==> src/bs3_pkg.sv <==
`timescale 1ns / 1ps

package bs3_pkg;

  localparam int PIX_W            = 16;
  localparam int CFG_W            = 11;
  localparam int DEF_MAX_SIDE     = 1024;
  localparam int DEF_CHANNEL_BITS = 16;
  localparam int MIN_SIDE         = 2;
  localparam int Q_DEPTH          = 4;

  localparam logic [CFG_W-1:0] SIDE_RESET = CFG_W'(64);

  // operation codes
  localparam logic OP_PIXEL = 1'b0;
  localparam logic OP_DRAIN = 1'b1;

  typedef struct packed {
    logic             operation;
    logic [PIX_W-1:0] red_in;
    logic [PIX_W-1:0] green_in;
    logic [PIX_W-1:0] blue_in;
  } in_item_t;

  typedef struct packed {
    logic [PIX_W-1:0] red_out;
    logic [PIX_W-1:0] green_out;
    logic [PIX_W-1:0] blue_out;
    logic             frame_last;
  } out_item_t;

  typedef struct packed {
    logic [PIX_W-1:0] r;
    logic [PIX_W-1:0] g;
    logic [PIX_W-1:0] b;
  } rgb_t;

  // which neighbours of the output pixel lie inside the image
  typedef struct packed {
    logic top_ok;
    logic bot_ok;
    logic left_ok;
    logic right_ok;
  } nb_flags_t;

  // one column step handed from front to back
  typedef struct packed {
    rgb_t      pix;
    logic      in_range;
    logic      emit;
    nb_flags_t nb;
    logic      last;
  } cmd_t;

endpackage

==> src/bs3_front.sv <==
`timescale 1ns / 1ps

module bs3_front #(
  parameter int MAX_SIDE     = 1024,
  parameter int CHANNEL_BITS = 16
) (
  input  logic                              clk,
  input  logic                              rst,
  input  logic                              pix_valid,
  output logic                              pix_ready,
  input  bs3_pkg::in_item_t                 pix_data,
  input  logic                              cfg_valid,
  output logic                              cfg_ready,
  input  logic [bs3_pkg::CFG_W-1:0]         cfg_data,
  output logic                              cmd_valid,
  input  logic                              cmd_ready,
  output bs3_pkg::cmd_t                     cmd,
  output logic [$clog2(MAX_SIDE)-1:0]       cmd_addr
);
  import bs3_pkg::*;

  localparam int SIDE_W = $clog2(MAX_SIDE + 1);
  localparam int ADDR_W = $clog2(MAX_SIDE);
  localparam logic [PIX_W-1:0] CHAN_MASK = PIX_W'((1 << CHANNEL_BITS) - 1);

  function automatic logic [SIDE_W-1:0] clamp_side(input logic [CFG_W-1:0] v);
    logic [SIDE_W-1:0] s;
    if (v < CFG_W'(MIN_SIDE)) begin
      s = SIDE_W'(MIN_SIDE);
    end else if (32'(v) > 32'(MAX_SIDE)) begin
      s = SIDE_W'(MAX_SIDE);
    end else begin
      s = SIDE_W'(v);
    end
    return s;
  endfunction

  logic [SIDE_W-1:0] side;
  logic [SIDE_W-1:0] row;
  logic [SIDE_W-1:0] col;
  logic [SIDE_W-1:0] orow;
  logic [SIDE_W-1:0] ocol;

  logic [SIDE_W-1:0] side_m1;
  logic [SIDE_W-1:0] col_inc;
  logic              is_drain;
  logic              pix_ok;
  logic              drain_ok;
  logic              live;
  logic              emit;
  logic              last;
  logic              acc;

  assign side_m1   = side - SIDE_W'(1);
  assign col_inc   = col + SIDE_W'(1);
  assign is_drain  = (pix_data.operation == OP_DRAIN);
  assign pix_ok    = !is_drain && (row < side);
  // drains are taken only once every pixel of the frame is in
  assign drain_ok  = is_drain && (row >= side) && (col <= side);
  assign live      = pix_ok || drain_ok;
  // first output is due once one row plus one pixel has come in
  assign emit      = (row > SIDE_W'(1)) || ((row == SIDE_W'(1)) && (col != '0));
  assign last      = emit && (orow == side_m1) && (ocol == side_m1);

  assign pix_ready = cmd_ready;
  assign cfg_ready = 1'b1;
  assign acc       = pix_valid && pix_ready;
  assign cmd_valid = acc && live;
  assign cmd_addr  = col[ADDR_W-1:0];

  always_comb begin
    cmd.pix.r       = is_drain ? '0 : (pix_data.red_in & CHAN_MASK);
    cmd.pix.g       = is_drain ? '0 : (pix_data.green_in & CHAN_MASK);
    cmd.pix.b       = is_drain ? '0 : (pix_data.blue_in & CHAN_MASK);
    cmd.in_range    = (col < side);
    cmd.emit        = emit;
    cmd.nb.top_ok   = (orow != '0);
    cmd.nb.bot_ok   = (orow != side_m1);
    cmd.nb.left_ok  = (ocol != '0);
    cmd.nb.right_ok = (ocol != side_m1);
    cmd.last        = last;
  end

  always_ff @(posedge clk) begin
    if (rst) begin
      side <= clamp_side(SIDE_RESET);
      row  <= '0;
      col  <= '0;
      orow <= '0;
      ocol <= '0;
    end else if (cfg_valid && cfg_ready) begin
      side <= clamp_side(cfg_data);
      row  <= '0;
      col  <= '0;
      orow <= '0;
      ocol <= '0;
    end else if (cmd_valid) begin
      if (last) begin
        row  <= '0;
        col  <= '0;
        orow <= '0;
        ocol <= '0;
      end else begin
        if (!is_drain && (col_inc == side)) begin
          col <= '0;
          row <= row + SIDE_W'(1);
        end else begin
          col <= col_inc;
        end
        if (emit) begin
          if (ocol == side_m1) begin
            ocol <= '0;
            orow <= orow + SIDE_W'(1);
          end else begin
            ocol <= ocol + SIDE_W'(1);
          end
        end
      end
    end
  end

`ifndef SYNTHESIS
  a_row_bound: assert property (@(posedge clk) disable iff (rst) row <= side)
    else $error("input row past image side");
  a_ocol_bound: assert property (@(posedge clk) disable iff (rst) ocol < side)
    else $error("output column past image side");
  a_last_clears: assert property (@(posedge clk) disable iff (rst)
      cmd_valid && cmd.last && !cfg_valid |=> (row == '0) && (col == '0) && (orow == '0))
    else $error("frame end did not clear counters");
  a_range_drain: assert property (@(posedge clk) disable iff (rst)
      cmd_valid && !cmd.in_range |-> is_drain)
    else $error("pixel outside line store range");
`endif

endmodule

==> config.mk <==
export PLATFORM = sky130hd
export DESIGN_NAME = bs3_front
export DESIGN_NICKNAME = d
export VERILOG_FILES = /design/src/bs3_pkg.sv /design/src/bs3_front.sv
export SDC_FILE = /design/constraint.sdc
export NUM_CORES = 1
export LEC_CHECK = 0
export ABC_AREA = 1
export BUFFER_PORTS_ARGS = -buffer_cell sky130_fd_sc_hd__buf_4
export CAP_MARGIN = 40
export CORE_UTILIZATION = 59
export DETAILED_ROUTE_END_ITERATION = 10
export PLACE_DENSITY = 0.95
export SYNTH_ARGS = -nofsm -noshare
export SYNTH_HDL_FRONTEND = slang
export SYNTH_SLANG_ARGS = --single-unit
==> constraint.sdc <==
create_clock -name clk -period 5.45 [get_ports clk]
set_clock_uncertainty 0.1 [all_clocks]
set_input_delay 0.8175 -clock clk [delete_from_list [all_inputs] [get_ports clk]]
set_output_delay 0.8175 -clock clk [all_outputs]
set_load 0.01 [all_outputs]
Word level (Yosys, flattened, before mapping)
Index checks and enable logic that the tools add are counted.
{"block": "word_totals", "register_bits": 55, "wordCells": 60}
{"block": "op_classes", "n_addsub": 5, "magnitude_cmp": 7, "n_reduce_logical": 22, "eq_ne": 6, "muxes": 15}
{"op": "$mux W11", "n": 12}
{"op": "$mux W16", "n": 3}
{"op": "$add A11 B1 Y11 const B", "n": 4}
{"op": "$eq A11 B11 Y1", "n": 3}
{"op": "$reduce_bool A11 Y1", "n": 3}
{"op": "$lt A11 B11 Y1", "n": 2}
{"op": "$ne A11 B11 Y1", "n": 2}
{"op": "$eq A11 B1 Y1 const B", "n": 1}
{"op": "$ge A11 B11 Y1", "n": 1}
{"op": "$gt A11 B1 Y1 const B", "n": 1}
{"op": "$gt A11 B11 Y1 const B", "n": 1}
{"op": "$le A11 B11 Y1", "n": 1}
{"op": "$lt A11 B2 Y1 const B", "n": 1}
{"op": "$sub A11 B1 Y11 const B", "n": 1}
{"op": "$logic_and A1 B1 Y1", "n": 9}
{"op": "$reduce_bool A2 Y1", "n": 3}
{"op": "$reduce_and A2 Y1", "n": 2}
{"op": "$reduce_and A3 Y1", "n": 1}
{"op": "$logic_or A1 B1 Y1", "n": 2}
{"op": "$reduce_or A2 Y1", "n": 1}
{"op": "$logic_not A1 Y1", "n": 1}

Longest topological paths before layout
{"block": "logic_depth", "ltp_word": 7, "ltp_mapped": 18, "mapped_depth_nobuf": 17}

Least setup slack after synthesis
OpenSTA, ideal clock, no wires.
{"block": "synth_path", "path_kind": "register to output", "startpoint": "reg side[4]", "endpoint": "out cmd_valid", "arrival_ns": 1.921, "slack_ns": 2.612, "path_buffers": 1, "required_time_ns": 4.533, "path_stages_with_launch": 14, "cell_sequence": "dfxtp_1 > inv_2 > ha_1 > nand2_1 > nor2_1 > and2_1 > nand2_1 > nand3_1 > nand2_1 > o21ai_0 > nand2_1 > nand2_1 > clkinv_1 > clkbuf_1"}
{"block": "synth_via", "elab_chain_cells": 5, "elab_cells_between_ends": 8, "cone_classes": "order compare: 3; reduce/logical: 5"}
{"element": "start, declared", "line_no": "bs3_front.sv:38", "source": "logic [SIDE_W-1:0] side;"}
{"element": "start signal, assigned", "line_no": "bs3_front.sv:86", "source": "side <= clamp_side(SIDE_RESET);"}
{"element": "start signal, assigned", "line_no": "bs3_front.sv:92", "source": "side <= clamp_side(cfg_data);"}
{"element": "$ge A11 B11 Y1", "line_no": "bs3_front.sv:59", "source": "assign drain_ok = is_drain && (row >= side) && (col <= side);"}
{"element": "$logic_and A1 B1 Y1 (2 in a row)", "line_no": "bs3_front.sv:59"}
{"element": "$logic_or A1 B1 Y1 *", "line_no": "bs3_front.sv:60", "source": "assign live = pix_ok || drain_ok;"}
{"element": "$logic_and A1 B1 Y1 *", "line_no": "bs3_front.sv:68", "source": "assign cmd_valid = acc && live;"}
{"element": "end, declared", "line_no": "bs3_front.sv:15", "source": "output logic cmd_valid,"}
Mark *: on every way between the ends. The rest lies on a longest branch, timed or not.

Worst setup path after layout
{"block": "layout_path", "startpoint": "reg side[2]", "endpoint": "out cmd_valid"}
The elaborated chain is that of the path after synthesis.

==> flow_summary.json <==
{
  "status": "complete, no violations",
  "hold_path_class": "register to register",
  "netlist.area_leader.share": 0.218,
  "netlist_area_um2": 5060,
  "antenna_found_initial": 0,
  "cts_setup_buffers": 0,
  "cts-root-buf": "clkbuf_8",
  "stdcell_area_um2": 6100,
  "synth_most_common_cell": "nand2_1",
  "grt_pass1_vias": 5277,
  "synth_cell_types": 39,
  "synth_ff_type": "dfxtp_1",
  "final_max_slew_viol_count": 0,
  "synth_area_per_cell_um2": 5.90,
  "diodes": 0,
  "finalSetupTns_ns": 0,
  "cp.required_ns": 4.53,
  "yosysWarnings": 0,
  "post-place-ws_ns": 1.99,
  "ant_nets": 0,
  "clkTransAtPathRegs_ns": 0.11,
  "nNetsFinal": 1063,
  "vias": 5896,
  "ys_seq_area_frac": 0.218,
  "numCtsBuffers": 5,
  "synth_top_family_by_area": "simple AND/OR/NAND/NOR gates",
  "coreArea_um2": 8260,
  "synth_edf_count": 0,
  "worstPathArrival_ns": 2.97,
  "via_per_inst": 5.49,
  "synthAdderAreaFrac": 0.0767,
  "cts_tree": "yes",
  "cts-resized-gates": 0,
  "numPortBuffers": 131,
  "std_cell_rows": 33,
  "endpoint_kind": "primary output",
  "start_util": 0.613,
  "leakage_nw": 3.11,
  "synth_area_leaders": "dfxtp_1 (22%), nand2_1 (16%), inv_1 (9.5%)",
  "rsz0062_at_grt": "no",
  "synth-xor-area-share": 0.0294,
  "synth-seq-cells": 55,
  "synthSimpleGateAreaFrac": 0.446,
  "worstMarginPinSlew_ns": 0.851,
  "finalCritPeriodShare": 0.713,
  "clk_latency_ns": 0.32,
  "syn_inst": 857,
  "dpl.hpwl_mm": 12.7,
  "cp-start-kind": "register",
  "drc": 0,
  "finalCriticalPeriod_ns": 3.88,
  "critical_path_class": "register to primary output",
  "die_y_um": 94.6,
  "synth_mux_area_frac": 0,
  "worstPathCellList": "inv_2 > ha_1 > a21oi_1 > o21ai_0 > nand3_1 > nand3_1 > o21ai_0 > nand2_1 > nand2_1 > clkinv_1 > buf_4",
  "setup-violations-final": 0,
  "max_stage_delay_ns": 0.59,
  "cts_max_level": 2,
  "worst_slack_ns": 1.57,
  "clock-sinks": 55,
  "drt_iter0_markers": 483,
  "final_util": 0.738,
  "area_growth_pct": 20.5,
  "syn_nets": 953,
  "cts_buffer_depth": 2,
  "cp_max_fo": 21,
  "ios": 133,
  "slew_headroom": 0.428,
  "gp_congestion": 1.17,
  "yosysTopAreaCell": "dfxtp_1",
  "slowest_stage": "nand2_1",
  "drive_above_1_share": 0.177,
  "firstDrtPassIters": 6,
  "totalWireLength_mm": 15.9,
  "grt_pass1_wl_mm": 25.0,
  "dieArea_um2": 8950,
  "synthTopCellsByCount": "nand2_1 (212), inv_1 (128), nor2_1 (127)",
  "gr-usage-all-layers": 0.358,
  "cap_violations": 0,
  "grt.overflow.total": 0,
  "power_density_nw_per_um2": 157,
  "cts-hold-fix-buffers": 0,
  "placed_cell_area_um2": 6000,
  "die_w_um": 94.6,
  "fmax_ghz": 0.257,
  "vdd_ir_drop_max_v": 0.0000991,
  "wl_per_cell_um": 14.8,
  "asyncSetResetFlopFracSynth": 0,
  "synth_compound_area_frac": 0.0908,
  "grt_max_degree": 52,
  "hold_viol": 0
}
[layout by cell type (no fill, tap or decap), types with 6 or more instances in the layout]
master / netlist / layout
inv_1: 128 / 128
o22ai_1: 6 / 6
buf_4: 14 / 132
nand3b_1: 7 / 7
o21ai_0: 29 / 29
nand4_1: 32 / 32
nor3_1: 24 / 24
a21oi_1: 38 / 38
clkbuf_8: 0 / 7
nand3_1: 64 / 64
ha_1: 31 / 31
xor2_1: 16 / 16
nor4_1: 7 / 7
inv_2: 6 / 6
nand2_1: 212 / 212
nand2_2: 7 / 7
nor2_1: 127 / 127
dfxtp_1: 55 / 55
[area by class of cell]
type                       count  area [um^2]
clock buffer                   8          100
fill                         687         2160
inverter                     137          514
multi-input combinational    636         3260
sequential                    55         1100
tap                          105          131
timing repair buffer         132          991
[routing by layer]
| metal | routed length (um) | global-route usage | vias to the layer above |
|---|---|---|---|
| met5 | 31 | 0 | - |
| met4 | 510 | 0.136 | 2 |
| met3 | 1640 | 0.0773 | 45 |
| met2 | 7110 | 0.595 | 314 |
| met1 | 6560 | 0.451 | 2576 |
| li1 | - | - | 2959 |
[kinds of logic (layout without fill, tap and decap cells)]
| family | count (synthesis) | after routing |
|---|---|---|
| adders and majority gates | 31 | 31 |
| other | 1 | 1 |
| buffers and inverters | 166 | 277 |
| xor gates and xnor gates | 17 | 17 |
| DFF | 55 | 55 |
| AOI/OAI and AO/OA | 84 | 84 |
| and+or+nand+nor | 503 | 503 |
[final timing paths]
check	startpoint	to	slack (ns)	cells after the start
max	side[2]	cmd_valid	1.57	11
min reg2reg	orow[10]	orow[10]	0.40	2
min	orow[10]	orow[10]	0.40	2
max reg2reg	side[2]	col[0]	1.91	14
[report_power, final]
group	total, mW	leakage [nW]	internal (mW)	switching [mW]
Combinational	0.278	2.61	0.115	0.163
Clock	0.259	0.0515	0.117	0.142
Sequential	0.419	0.445	0.408	0.0108
[through the flow]
| step | cells | hold WS, ns | power [mW] |
|---|---|---|---|
| 3_3_place_gp | 1065 | 0.370 | 0.698 |
| 2_1_floorplan | 857 | 0.352 | 0.591 |
| 5_1_grt | 1073 | 0.429 | 1.00 |
| 3_5_place_dp | 1065 | 0.380 | 0.699 |
| 6_report | 1073 | 0.396 | 0.955 |
| 4_1_cts | 1073 | 0.396 | 0.955 |
[worst max-delay path, delay by kind of cell (launching register included)]
family | cells | cell delay [ns]
compound gates | 3 | 0.44
fa+ha+maj | 1 | 0.33
buf+inv | 3 | 0.52
flops | 1 | 0.49
simple gates | 4 | 0.88
[registers in the layout, indices dropped and copies added, names as in the netlist]
name,count
row,11
col,11
orow,11
ocol,11
side,11
Power figures use the tool's default switching activity.
