`src/bs3_queue.sv`:
```
`timescale 1ns / 1ps

module bs3_queue #(
  parameter int WIDTH = 8,
  parameter int DEPTH = 4
) (
  input  logic             clk,
  input  logic             rst,
  input  logic             wr_valid,
  output logic             wr_ready,
  input  logic [WIDTH-1:0] wr_data,
  output logic             rd_valid,
  input  logic             rd_ready,
  output logic [WIDTH-1:0] rd_data
);

  localparam int PW = $clog2(DEPTH);
  localparam int CW = $clog2(DEPTH + 1);

  logic [WIDTH-1:0] slot [DEPTH];
  logic [PW-1:0]    wptr;
  logic [PW-1:0]    rptr;
  logic [CW-1:0]    count;
  logic             push;
  logic             pop;

  assign wr_ready = (count != CW'(DEPTH));
  assign rd_valid = (count != '0);
  assign rd_data  = slot[rptr];
  assign push     = wr_valid && wr_ready;
  assign pop      = rd_valid && rd_ready;

  always_ff @(posedge clk) begin
    if (push) begin
      slot[wptr] <= wr_data;
    end
  end

  always_ff @(posedge clk) begin
    if (rst) begin
      wptr  <= '0;
      rptr  <= '0;
      count <= '0;
    end else begin
      if (push) begin
        wptr <= (wptr == PW'(DEPTH - 1)) ? '0 : wptr + PW'(1);
      end
      if (pop) begin
        rptr <= (rptr == PW'(DEPTH - 1)) ? '0 : rptr + PW'(1);
      end
      if (push && !pop) begin
        count <= count + CW'(1);
      end else if (pop && !push) begin
        count <= count - CW'(1);
      end
    end
  end

endmodule

```
`config.mk`:
```
export PLATFORM = sky130hd
export DESIGN_NAME = bs3_queue
export DESIGN_NICKNAME = d
export VERILOG_FILES = /design/src/bs3_queue.sv
export SDC_FILE = /design/constraint.sdc
export NUM_CORES = 1
export LEC_CHECK = 0
export ABC_AREA = 1
export BUFFER_PORTS_ARGS = -buffer_cell sky130_fd_sc_hd__buf_2
export CAP_MARGIN = 20
export CELL_PAD_IN_SITES_DETAIL_PLACEMENT = 0
export CELL_PAD_IN_SITES_GLOBAL_PLACEMENT = 1
export CORE_MARGIN = 2
export CORE_UTILIZATION = 40
export CTS_CLUSTER_SIZE = 30
export DETAILED_ROUTE_END_ITERATION = 12
export PLACE_DENSITY_LB_ADDON = 0.1
export SLEW_MARGIN = 20
export SYNTH_ARGS = -nofsm -noshare
export SYNTH_HDL_FRONTEND = slang
export SYNTH_SLANG_ARGS = --single-unit
```
`constraint.sdc`:
```
create_clock -name clk -period 1.6 [get_ports clk]
set_input_delay 0.32 -clock clk [delete_from_list [all_inputs] [get_ports clk]]
set_output_delay 0.32 -clock clk [all_outputs]
set_load 0.05 [all_outputs]
```
* After elaboration in Yosys (flattened, before gate mapping)
Memory sizes are Yosys's and may differ from the RTL's. A register that Yosys moved wholly into a read port is not among the register bits.
Index checks and enable logic that the tools add are counted.
** Operators by class
- Add/subtract/negate cells :: 4
- Equality and inequality tests :: 3
- Multiplexer cells :: 8
- Reduce and logical (&&, ||, !) cells :: 8
** Operator list (count)
- 2-bit two-way mux :: 4
- 3-bit two-way mux :: 2
- 2-bit by 1-bit adder with 2-bit output, second input constant :: 2
- 2-bit == test, second input constant :: 2
- 1-bit logical AND :: 4
- 3-bit by 1-bit adder with 3-bit output, second input constant :: 1
- 3-bit != test, second input constant :: 1
- 3-bit nonzero test :: 1
- 3-bit by 1-bit subtractor with 3-bit output, second input constant :: 1
- 1-bit logical NOT :: 2
- 1-bit two-way mux :: 2
- 2-bit nonzero test :: 1
** Storage, ports and cells
- Bits in registers :: 7
- RAM bits :: 32
- Input bits :: 12
- Word-level logic and storage cells :: 27
- Memories kept :: 1
** Memories
- slot :: words 4, bits a word 8, read ports 1, clocked after Yosys merged registers in 1, write ports 1, line 20 : logic [WIDTH-1:0] slot [DEPTH];

* Depth between registers and ports, before layout
Gate-level depths: netlist of run 1.
- Depth in word-level cells :: 6
- Mapped depth :: 13
- Gate-level depth less buffers :: 13

* Worst setup path before layout of run 1
Ideal clock, no wire load.
- Path kind :: register to register
- Start point :: register count[1]
- End point :: register count[1]
- Data arrival time :: 1781 ps
- Data required time :: 1484 ps
- Path slack :: -297 ps
- Stages on the path, launching flop included :: 10
- Path buffers :: 0
- Period minus slack after synthesis :: 1897 ps
- Path through :: dfxtp_1 > nor2_2 > nand2_2 > nand2_2 > inv_1 > ha_1 > inv_1 > fa_1 > o21ai_0 > nor2_1
** Between the ends
- Longest elaborated chain between the ends :: 5
** RTL lines
- start, declared :: line 23 : logic [CW-1:0] count;
- start signal, assigned :: line 52 : count <= count + CW'(1);
- start signal, assigned :: line 54 : count <= count - CW'(1);
- 3-bit != test * :: line 27 : assign wr_ready = (count != CW'(DEPTH));
- via wr_ready :: line 10 : output logic wr_ready,
- 1-bit logical AND * :: line 30 : assign push = wr_valid && wr_ready;
- via push :: line 24 : logic push;
- 1-bit logical NOT :: line 53 : end else if (pop && !push) begin
- 1-bit logical AND :: line 53
- 2-bit nonzero test (no line)
Mark *: on every way through the listed nets, which the timed path passes. The rest lies on a longest branch. The select of a mux whose other input is x is not followed.
A chain may end at the register's enable or synchronous reset.

* Worst setup path in the final report of run 1
- Start point :: register count[0]
- End point :: register count[1]
** Between the ends
- Longest elaborated chain between the ends :: 5
** RTL lines (line)
- 3-bit != test * :: 27
- 1-bit logical AND * :: 30
- via push :: 24
- 1-bit logical NOT :: 53
- 1-bit logical AND :: 53
- 2-bit nonzero test (no line)
Marked as above.

==> out/metrics.cfg, run 1 <==
[status]
status = finished with violations
violations = negative setup slack

[worst_setup_path]
critical-path-max-stage-delay_ps = 420
rrSetupSlack_ps = -30
worstPathMaxFanout = 2
cp_cell_sequence = nor2_4, nand2_4, nand2_4, inv_4, ha_4, inv_4, fa_2, o21ai_1, nor2_1
worstPathRequired_ps = 1790
rr_startpoint = count[0]$_SDFFE_PP0P_
rr_endpoint = count[1]$_SDFFE_PP0P_
worstSetupStartpointType = flop
rr_worst_depth = 9
crit_type = flop to flop
critPathCaptureType = flop
slowest_stage = fa_2
cp.arrival_ps = 1820

[run]
drv_cap = 0

[power]
totalPowerFinal_mw = 4.385
max-vdd-ir-drop_uv = 816.3
power_leakage_nw = 0.9221
p_per_area_nw_per_um2 = 1905

[global_routing]
grt_first_pass_wirelength_um = 5154
grt_pass1_vias = 1101
antenna_found_initial = 0
grt.total_usage_pct = 13.94
grt.overflow.total = 0
grt_max_degree = 17

[die]
row_count = 23
dieArea_sq_um = 4778
dieHeight_um = 69.13
io-pin-count = 22
coreArea_sq_um = 4029
initial_core_util_pct = 42.11
die_w_um = 69.13

[place]
place.gp.congestion = 0.7155
dp_hpwl_um = 2153
port_buffers = 21
dp_cells = 225

[timing]
hold_viol = 0
timing.hold.ws_ps = 181.2
setup_violations = 1
final-max-slew-violation-count = 0
fin_setup_tns_ps = -27.94
rsz0062_at_grt = yes
tightest_slew_ps = 247.2
period_share_pct = 101.7
clock.fmax_mhz = 614.3
skew_ps = 13.35
fin_crit_ps = 1628
timing.slew.headroom_pct = 83.64
setup_slack_ps = -27.94

[detailed_routing]
vias_per_cell = 4.763
drt_iter0_markers = 45
ant_nets = 0
vias = 1143
drcViolationCount = 0
wl_per_cell_um = 13.41
wirelength_um = 3219
dr.pass1.iters = 4

[logic_synthesis]
ys_types = 20
ys_seq_area_share_pct = 67.26
synthAdderAreaFrac_pct = 5.605
syn-instance-count = 145
yosys.area_share.simple_pct = 12.54
yosysWarnings = 0
syn_area_sq_um = 1697
ys_seq_elements = 41
synth-xor-area-share_pct = 0.5162
synth_top_family_by_area = simple AND/OR/NAND/NOR gates
synth_compound_area_share_pct = 9.218
avgSynthCellArea_sq_um = 11.70
synth.net_count = 164
synth_mux_area_share_pct = 0

[cells_and_area]
area_delta_synth_final_pct = 35.69
drive_gt1_share_pct = 42.63
fillers = 351
nets = 208
layout.cells.non_filler = 240
regArea_sq_um = 1156
multi_input_area_sq_um = 594.3
post-route-util_pct = 57.14
insertedDiodeCount = 0

[cts]
htreeDepth = 2
clock_latency_ps = 290
ctsHoldBuffers = 0
cts_tree = built
cts_buffers = 5
clkTransAtPathRegs_ps = 80
cts-root-buf = clkbuf_8
ctsLongestPathBuffers = 2
clock_sinks = 41

[min_path]
hp-class = input pin to flop
hold_path_depth = 2
hold_start = rst
holdPathEnd = count[0]$_SDFFE_PP0P_

-- through the flow --
stage               cell area (sq um)  setup slack (ps)
floorplan                        1794            -109.6
global placement                 2022             15.47
detailed placement               2022            -18.55
finish                           2302            -27.94
global route                     2302            -94.16
CTS                              2223            -1.200
-- worst max-delay path: cells and delay by family (launching register included) --
| family | cells | cell delay (ps) |
|---|---|---|
| AO/OA/AOI/OAI | 1 | 140 |
| flip-flops | 1 | 360 |
| buffers and inverters | 2 | 90 |
| adder cells (fa/ha/maj) | 2 | 580 |
| AND/OR/NAND/NOR | 4 | 350 |
-- where the power goes --
group	switching [mW]	leakage, nW	total [mW]	internal [mW]
Sequential	0.123	0.370	1.47	1.34
Clock	0.348	0.0518	0.807	0.459
Combinational	1.27	0.500	2.11	0.843
Total	1.74	0.922	4.38	2.64
-- logic make-up (layout without fill, tap and decap cells) --
family,count (synthesis),after routing
buf+inv,18,63
simple gates,51,51
xor+xnor,1,1
compound gates,27,27
flops,41,41
fa+ha+maj,7,7
-- per-layer routing --
layer  vias up  routed length (um)  GRT usage, %
li1        581                   -             -
met1       543                1344         16.46
met2        17                1738         23.50
met3         2                 121         4.094
met4         0                  14         6.100
met5         -                   0             0
-- final cells by class --
cell class / count / share of cell area, %
multi-input combinational: 86 / 25.82
sequential: 41 / 50.22
inverter: 16 / 3.261
tap: 50 / 2.717
clock inverter: 3 / 1.793
clock buffer: 5 / 2.989
timing repair buffer: 39 / 13.21
-- cell usage in the layout, fill, tap and decap left out --
cell type,Yosys,routed
dfxtp_1,9,5
o21ai_2,3,8
fa_2,0,1
inv_2,1,1
clkinv_1,0,1
inv_8,0,1
inv_4,0,3
clkbuf_8,0,5
inv_1,15,11
clkbuf_4,0,1
dfxtp_4,0,4
buf_6,2,9
o21ai_1,1,5
buf_2,0,12
o21ai_0,13,4
nor2_1,32,32
ha_4,0,1
o22ai_2,0,8
nand4_1,1,1
edfxtp_1,32,32
nand3_2,0,1
nand2_4,0,4
nand2_2,3,2
a21oi_1,2,2
clkinvlp_4,0,1
nand2_1,11,8
buf_8,0,1
buf_4,0,16
nand3b_1,2,2
ha_1,6,5
xor2_1,1,1
nor2_4,0,1
bufinv_16,0,1
-- how the worst max path moves through the flow --
stage,from,end,slack [ps],cells after the start
after floorplan,count[0]$_SDFFE_PP0P_,count[1]$_SDFFE_PP0P_,-110,9
after global placement,count[0]$_SDFFE_PP0P_,count[2]$_SDFFE_PP0P_,20,12
after detailed placement,count[0]$_SDFFE_PP0P_,count[2]$_SDFFE_PP0P_,-20,12
after CTS,count[1]$_SDFFE_PP0P_,count[1]$_SDFFE_PP0P_,-1,9
after global routing,count[0]$_SDFFE_PP0P_,count[2]$_SDFFE_PP0P_,-90,12
final,count[0]$_SDFFE_PP0P_,count[1]$_SDFFE_PP0P_,-30,9
-- synth_stat cells, drive strengths merged --
master | number | area share, %
a21oi | 2 | 0.59
inv | 16 | 3.5
fa | 1 | 1.2
xor2 | 1 | 0.52
ha | 6 | 4.4
nand3b | 2 | 0.88
nand2 | 14 | 3.5
nand4 | 1 | 0.37
dfxtp | 9 | 11
o21ai | 17 | 5.7
o22ai | 8 | 2.9
nand3 | 1 | 0.29
nor2 | 33 | 7.4
edfxtp | 32 | 57
buf | 2 | 1.3
-- state kept, by name (all words and copies together) (netlist names), named ones only --
signal and flops:
slot 32, count 3, rptr 2, wptr 2
-- what timing repair did --
action | 4_1_cts | 5_1_grt
endpoints found under the setup margin | 10 | 11
resized for setup | 30 | 19
setup buffers | 3 | 4
pin swaps | 4 | 18
No activity file was read; power rests on OpenSTA's default activity.
==> run 2: changes to the inputs <==
--- a/config.mk
+++ b/config.mk
@@ -15,6 +15,8 @@
 export CTS_CLUSTER_SIZE = 30
 export DETAILED_ROUTE_END_ITERATION = 12
 export PLACE_DENSITY_LB_ADDON = 0.1
+export REMOVE_ABC_BUFFERS = 1
+export SETUP_SLACK_MARGIN = 0.5
 export SLEW_MARGIN = 20
 export SYNTH_ARGS = -nofsm -noshare
 export SYNTH_HDL_FRONTEND = slang
==> run 2 against run 1 <==
Against the previous run: the run now ends clean; setup slack gained 33 ps; via count rose by 1.9%; worst hold slack improved by 5.5 ps; utilization grew 2.7 points; first-iteration DRC count grew 18%; fmax increased by 2.1%; highest routed layer unchanged.
==> out/metrics.cfg, run 2 (synthesized netlist as in run 1, its figures left out) <==
[global_routing]
grt.overflow.total = 0
grt_pass1_vias = 1221
use_met2_pct = 28.10
antenna_found_initial = 0
grt-busiest-layer = met2
met3_usage_pct = 4.532
grt_max_degree = 17
grt_first_pass_wirelength_um = 5319
grt.total_usage_pct = 14.48
gr-usage-met1_pct = 14.09

[place]
port_buffers = 21
dp_hpwl_um = 2223
place.gp.congestion = 0.7222
pre_cts_slack_ps = -84.59

[cells_and_area]
nets = 213
area_delta_synth_final_pct = 42.11
drive_gt1_share_pct = 47.18
insertedDiodeCount = 0
top_register = slot
post-route-util_pct = 59.84
final_common_cell = edfxtp_1
largest_reg_flops = 32
mostFrequentLayoutCells = edfxtp_1, nor2_1, buf_6, buf_4, buf_2
largestRegisters = slot: 32 flops, count: 3 flops

[die]
initial_core_util_pct = 42.11
die_w_um = 69.13
dieArea_sq_um = 4778
io-pin-count = 22
dieHeight_um = 69.13
coreArea_sq_um = 4029
row_count = 23

[worst_setup_path]
crit_type = flop to flop
worstPathMaxFanout = 2
worstPathRequired_ps = 1780
cp.arrival_ps = 1770
cp_cell_sequence = nor2_4, nand2_2, nand2_2, inv_2, ha_4, inv_2, fa_2, o21ai_1, nor2_1
critPathCaptureType = flop
worstSetupStartpointType = flop
slowest_stage = fa_2
critical-path-max-stage-delay_ps = 420

[timing]
tightest_slew_ps = 220.3
period_share_pct = 99.69
skew_ps = 3.935
timing.hold.ws_ps = 186.8
setup_violations = 0
setup_slack_ps = 5.010
timing.slew.headroom_pct = 85.30
fin_crit_ps = 1595
clock.fmax_mhz = 627.0
fin_setup_tns_ps = 0
rsz0062_at_grt = yes
hold_viol = 0
final-max-slew-violation-count = 0

[power]
max-vdd-ir-drop_uv = 903.9
p_per_area_nw_per_um2 = 1923
power_leakage_nw = 0.9560
totalPowerFinal_mw = 4.636

[cts]
clock_latency_ps = 280
ctsLongestPathBuffers = 2
clkTransAtPathRegs_ps = 80
cts-root-buf = clkbuf_8
clock_sinks = 41
cts_tree = built
ctsHoldBuffers = 0
cts_buffers = 5
htreeDepth = 2

[detailed_routing]
drt_iter0_markers = 53
drcViolationCount = 0
wirelength_um = 3279
ant_nets = 0
vias_per_cell = 4.755
dr.pass1.iters = 4
wl_per_cell_um = 13.38
vias = 1165

[min_path]
hp-class = input pin to flop

[run]
drv_cap = 0

[status]
status = finished clean

-- run 2: layout make-up --
cell class,count,area [sq um]
well taps,50,62.56
clock buffers,6,93.84
flip-flops and latches,41,1157
multi-input cells,86,589.3
repair buffers,44,405.4
clock inverters,2,35.03
fillers,339,1618
inverters,16,67.56
-- run 2: layer usage --
layer | share of wire (%) | vias up | wire, um
met5 | 0 | - | 0
met4 | 0.73 | 0 | 24
met3 | 3.6 | 2 | 117
met2 | 57 | 21 | 1879
met1 | 38 | 550 | 1258
li1 | - | 592 | -
-- run 2: worst max-delay path, delay by kind of cell (launching register included) --
| kind | cells | cell delay (ps) |
|---|---|---|
| AOI/OAI and AO/OA | 1 | 120 |
| adders and majority gates | 2 | 570 |
| buffers and inverters | 2 | 110 |
| DFF | 1 | 340 |
| and+or+nand+nor | 4 | 350 |
-- run 2: path summary, 6_finish.rpt --
path	depth (start not counted)	from	end	slack [ps]
max	9	count[1]$_SDFFE_PP0P_	count[1]$_SDFFE_PP0P_	5
max reg2reg	9	count[1]$_SDFFE_PP0P_	count[1]$_SDFFE_PP0P_	5
min reg2reg	2	wptr[1]$_SDFFE_PP0P_	wptr[1]$_SDFFE_PP0P_	520
min	2	rst	count[0]$_SDFFE_PP0P_	190
-- run 2: what timing repair did --
item                                    in CTS  in global routing
gates cloned                                 0                  0
hold endpoints to repair                     0                  0
setup buffers                                4                  4
pin swaps                                   14                 19
endpoints found under the setup margin      46                 51
resized for setup                           59                 33
-- run 2: power by group --
group	leakage [nW]	switching (mW)	internal [mW]
clock	0.0663	0.335	0.557
sequential	0.371	0.130	1.34
combinational	0.519	1.30	0.971
total	0.956	1.77	2.87
-- run 2: through the flow --
stage / cell area [sq um] / std cells
3_3_place_gp: 1967 / 229
5_1_grt: 2411 / 245
6_report: 2411 / 245
3_5_place_dp: 1967 / 229
4_1_cts: 2290 / 241
2_1_floorplan: 1674 / 143
==> run 3: changes to the inputs <==
==> constraint.sdc (replaced) <==
create_clock -name clk -period 1.28 [get_ports clk]
set_input_delay 0.064 -clock clk [delete_from_list [all_inputs] [get_ports clk]]
set_output_delay 0.064 -clock clk [all_outputs]
set_load 0.05 [all_outputs]
==> run 3 against run 2 <==
Against the previous run: the run now ends with negative setup slack left; clock power increased by 6.4%; clock skew is 2.2 ps higher; first-iteration DRC count increased by 100%; fmax shrank 4.8%; register-to-register slack lost 400 ps; sequential share of layout area is 2.0 points lower; non-clock buffer count increased by 13; sequential power grew 25%; flip-flop and latch count unchanged; routed wire length rose by 10%; global-route usage rose by 1.1 points; critical endpoint unchanged; highest routed layer unchanged.
==> out/metrics.cfg, run 3 (synthesized netlist as in run 1, its figures left out) <==
[cells_and_area]
area_delta_synth_final_pct = 47.79
largest_reg_flops = 32
layout.cells.non_filler = 258
largestRegisters = slot: 32 flops, count: 3 flops
post-route-util_pct = 62.24
drive_gt1_share_pct = 47.12
fillers = 318
mostFrequentLayoutCells = edfxtp_1, nor2_1, buf_4, buf_2, buf_6
final_common_cell = edfxtp_1
top_register = slot
nets = 226
insertedDiodeCount = 0

[power]
totalPowerFinal_mw = 5.649
max-vdd-ir-drop_uv = 1534
p_per_area_nw_per_um2 = 2253
power_leakage_nw = 0.9955

[timing]
rsz0062_at_grt = yes
timing.hold.ws_ps = 116.2
clock.fmax_mhz = 596.6
setup_slack_ps = -396.3
fin_crit_ps = 1676
hold_viol = 0
final-max-slew-violation-count = 0
skew_ps = 6.114
timing.slew.headroom_pct = 86.99
setup_violations = 43
period_share_pct = 131.0
tightest_slew_ps = 193.1

[die]
row_count = 23
io-pin-count = 22
die_w_um = 69.13
coreArea_sq_um = 4029
initial_core_util_pct = 42.11
dieHeight_um = 69.13
dieArea_sq_um = 4778

[detailed_routing]
dr.pass1.iters = 4
wl_per_cell_um = 14.03
ant_nets = 0
wirelength_um = 3620
vias = 1244
drt_iter0_markers = 107
vias_per_cell = 4.822
drcViolationCount = 0

[worst_setup_path]
critical-path-max-stage-delay_ps = 440
worstPathRequired_ps = 1460
slowest_stage = fa_2
worstSetupStartpointType = flop
cp_cell_sequence = nor2_4, nand2_2, nand2_2, inv_2, ha_4, inv_2, fa_2, o21ai_1, nor2_1
critPathCaptureType = flop
cp.arrival_ps = 1860
crit_type = flop to flop
worstPathMaxFanout = 2

[min_path]
hp-class = input pin to flop

[cts]
cts_tree = built
cts_buffers = 5
clock_sinks = 41
cts-root-buf = clkbuf_8
ctsLongestPathBuffers = 2
clock_latency_ps = 290
clkTransAtPathRegs_ps = 80
htreeDepth = 2

[status]
violations = negative setup slack
status = finished with violations

[global_routing]
antenna_found_initial = 0
grt.total_usage_pct = 15.57
grt.overflow.total = 0
grt_max_degree = 17
grt_first_pass_wirelength_um = 5630
grt_pass1_vias = 1228

[place]
dp_hpwl_um = 2303
port_buffers = 21
pre_cts_slack_ps = -403.1
dp_cells = 231
place.gp.congestion = 0.7376

[run]
drv_cap = 0

-- run 3: changes by cell type in the layout (fill, tap and decap cells not counted), moves of 2 or more --
cell	change
o21ai_4	+2
dlygate4sd3_1	+9
inv_1	-2
inv_2	+2
nand2_4	-3
nand2_2	+4
buf_4	+8
buf_6	-5
-- run 3: worst paths after layout --
path / depth (start not counted) / start / slack [ps] / end
setup / recovery: 9 / count[1]$_SDFFE_PP0P_ / -400 / count[1]$_SDFFE_PP0P_
hold / removal: 4 / rst / 120 / wptr[0]$_SDFFE_PP0P_
setup reg to reg: 9 / count[1]$_SDFFE_PP0P_ / -400 / count[1]$_SDFFE_PP0P_
hold reg to reg: 2 / wptr[1]$_SDFFE_PP0P_ / 540 / wptr[1]$_SDFFE_PP0P_
-- run 3: cell type report --
| type | instances | area [sq um] | area share [%] |
|---|---|---|---|
| well taps | 50 | 62.56 | 2.495 |
| inverters | 16 | 75.07 | 2.994 |
| repair buffers | 57 | 514.2 | 20.51 |
| multi-input cells | 86 | 591.8 | 23.60 |
| flip-flops and latches | 41 | 1154 | 46.01 |
| clock buffers | 6 | 93.84 | 3.743 |
| clock inverters | 2 | 16.27 | 0.6487 |
-- run 3: metal layers --
layer | vias up | global-route usage (%) | wire, um
li1 | 619 | - | -
met1 | 597 | 16.03 | 1362
met2 | 22 | 29.38 | 2083
met3 | 6 | 4.532 | 111
met4 | 0 | 5.882 | 62
met5 | - | 0 | 0
-- run 3: critical path: cells and delay by family, from the launching register on --
family	cells	cell delay [ps]
adder cells (fa/ha/maj)	2	600
buffers and inverters	2	140
AO/OA/AOI/OAI	1	160
flip-flops	1	340
AND/OR/NAND/NOR	4	340
-- run 3: through the flow --
stage	TNS [ps]	area, sq um
finish	-2755	2507
global route	-4698	2507
CTS	-1133	2372
detailed placement	-828.0	1982
global placement	-645.0	1982
floorplan	-13980	1674
-- run 3: report_power, final --
| part | internal [mW] | switching (mW) |
|---|---|---|
| clock network | 0.505 | 0.444 |
| logic | 1.21 | 1.65 |
| registers | 1.67 | 0.167 |
| total | 3.38 | 2.27 |
-- run 3: what timing repair did --
| item | in CTS | in global routing |
|---|---|---|
| endpoints found under the hold margin | 33 | 0 |
| resized for setup | 65 | 26 |
| pin swaps | 16 | 15 |
| endpoints found under the setup margin | 51 | 51 |
| cloned | 0 | 0 |
| buffers inserted | 3 | 7 |
| hold buffers | 9 | 0 |
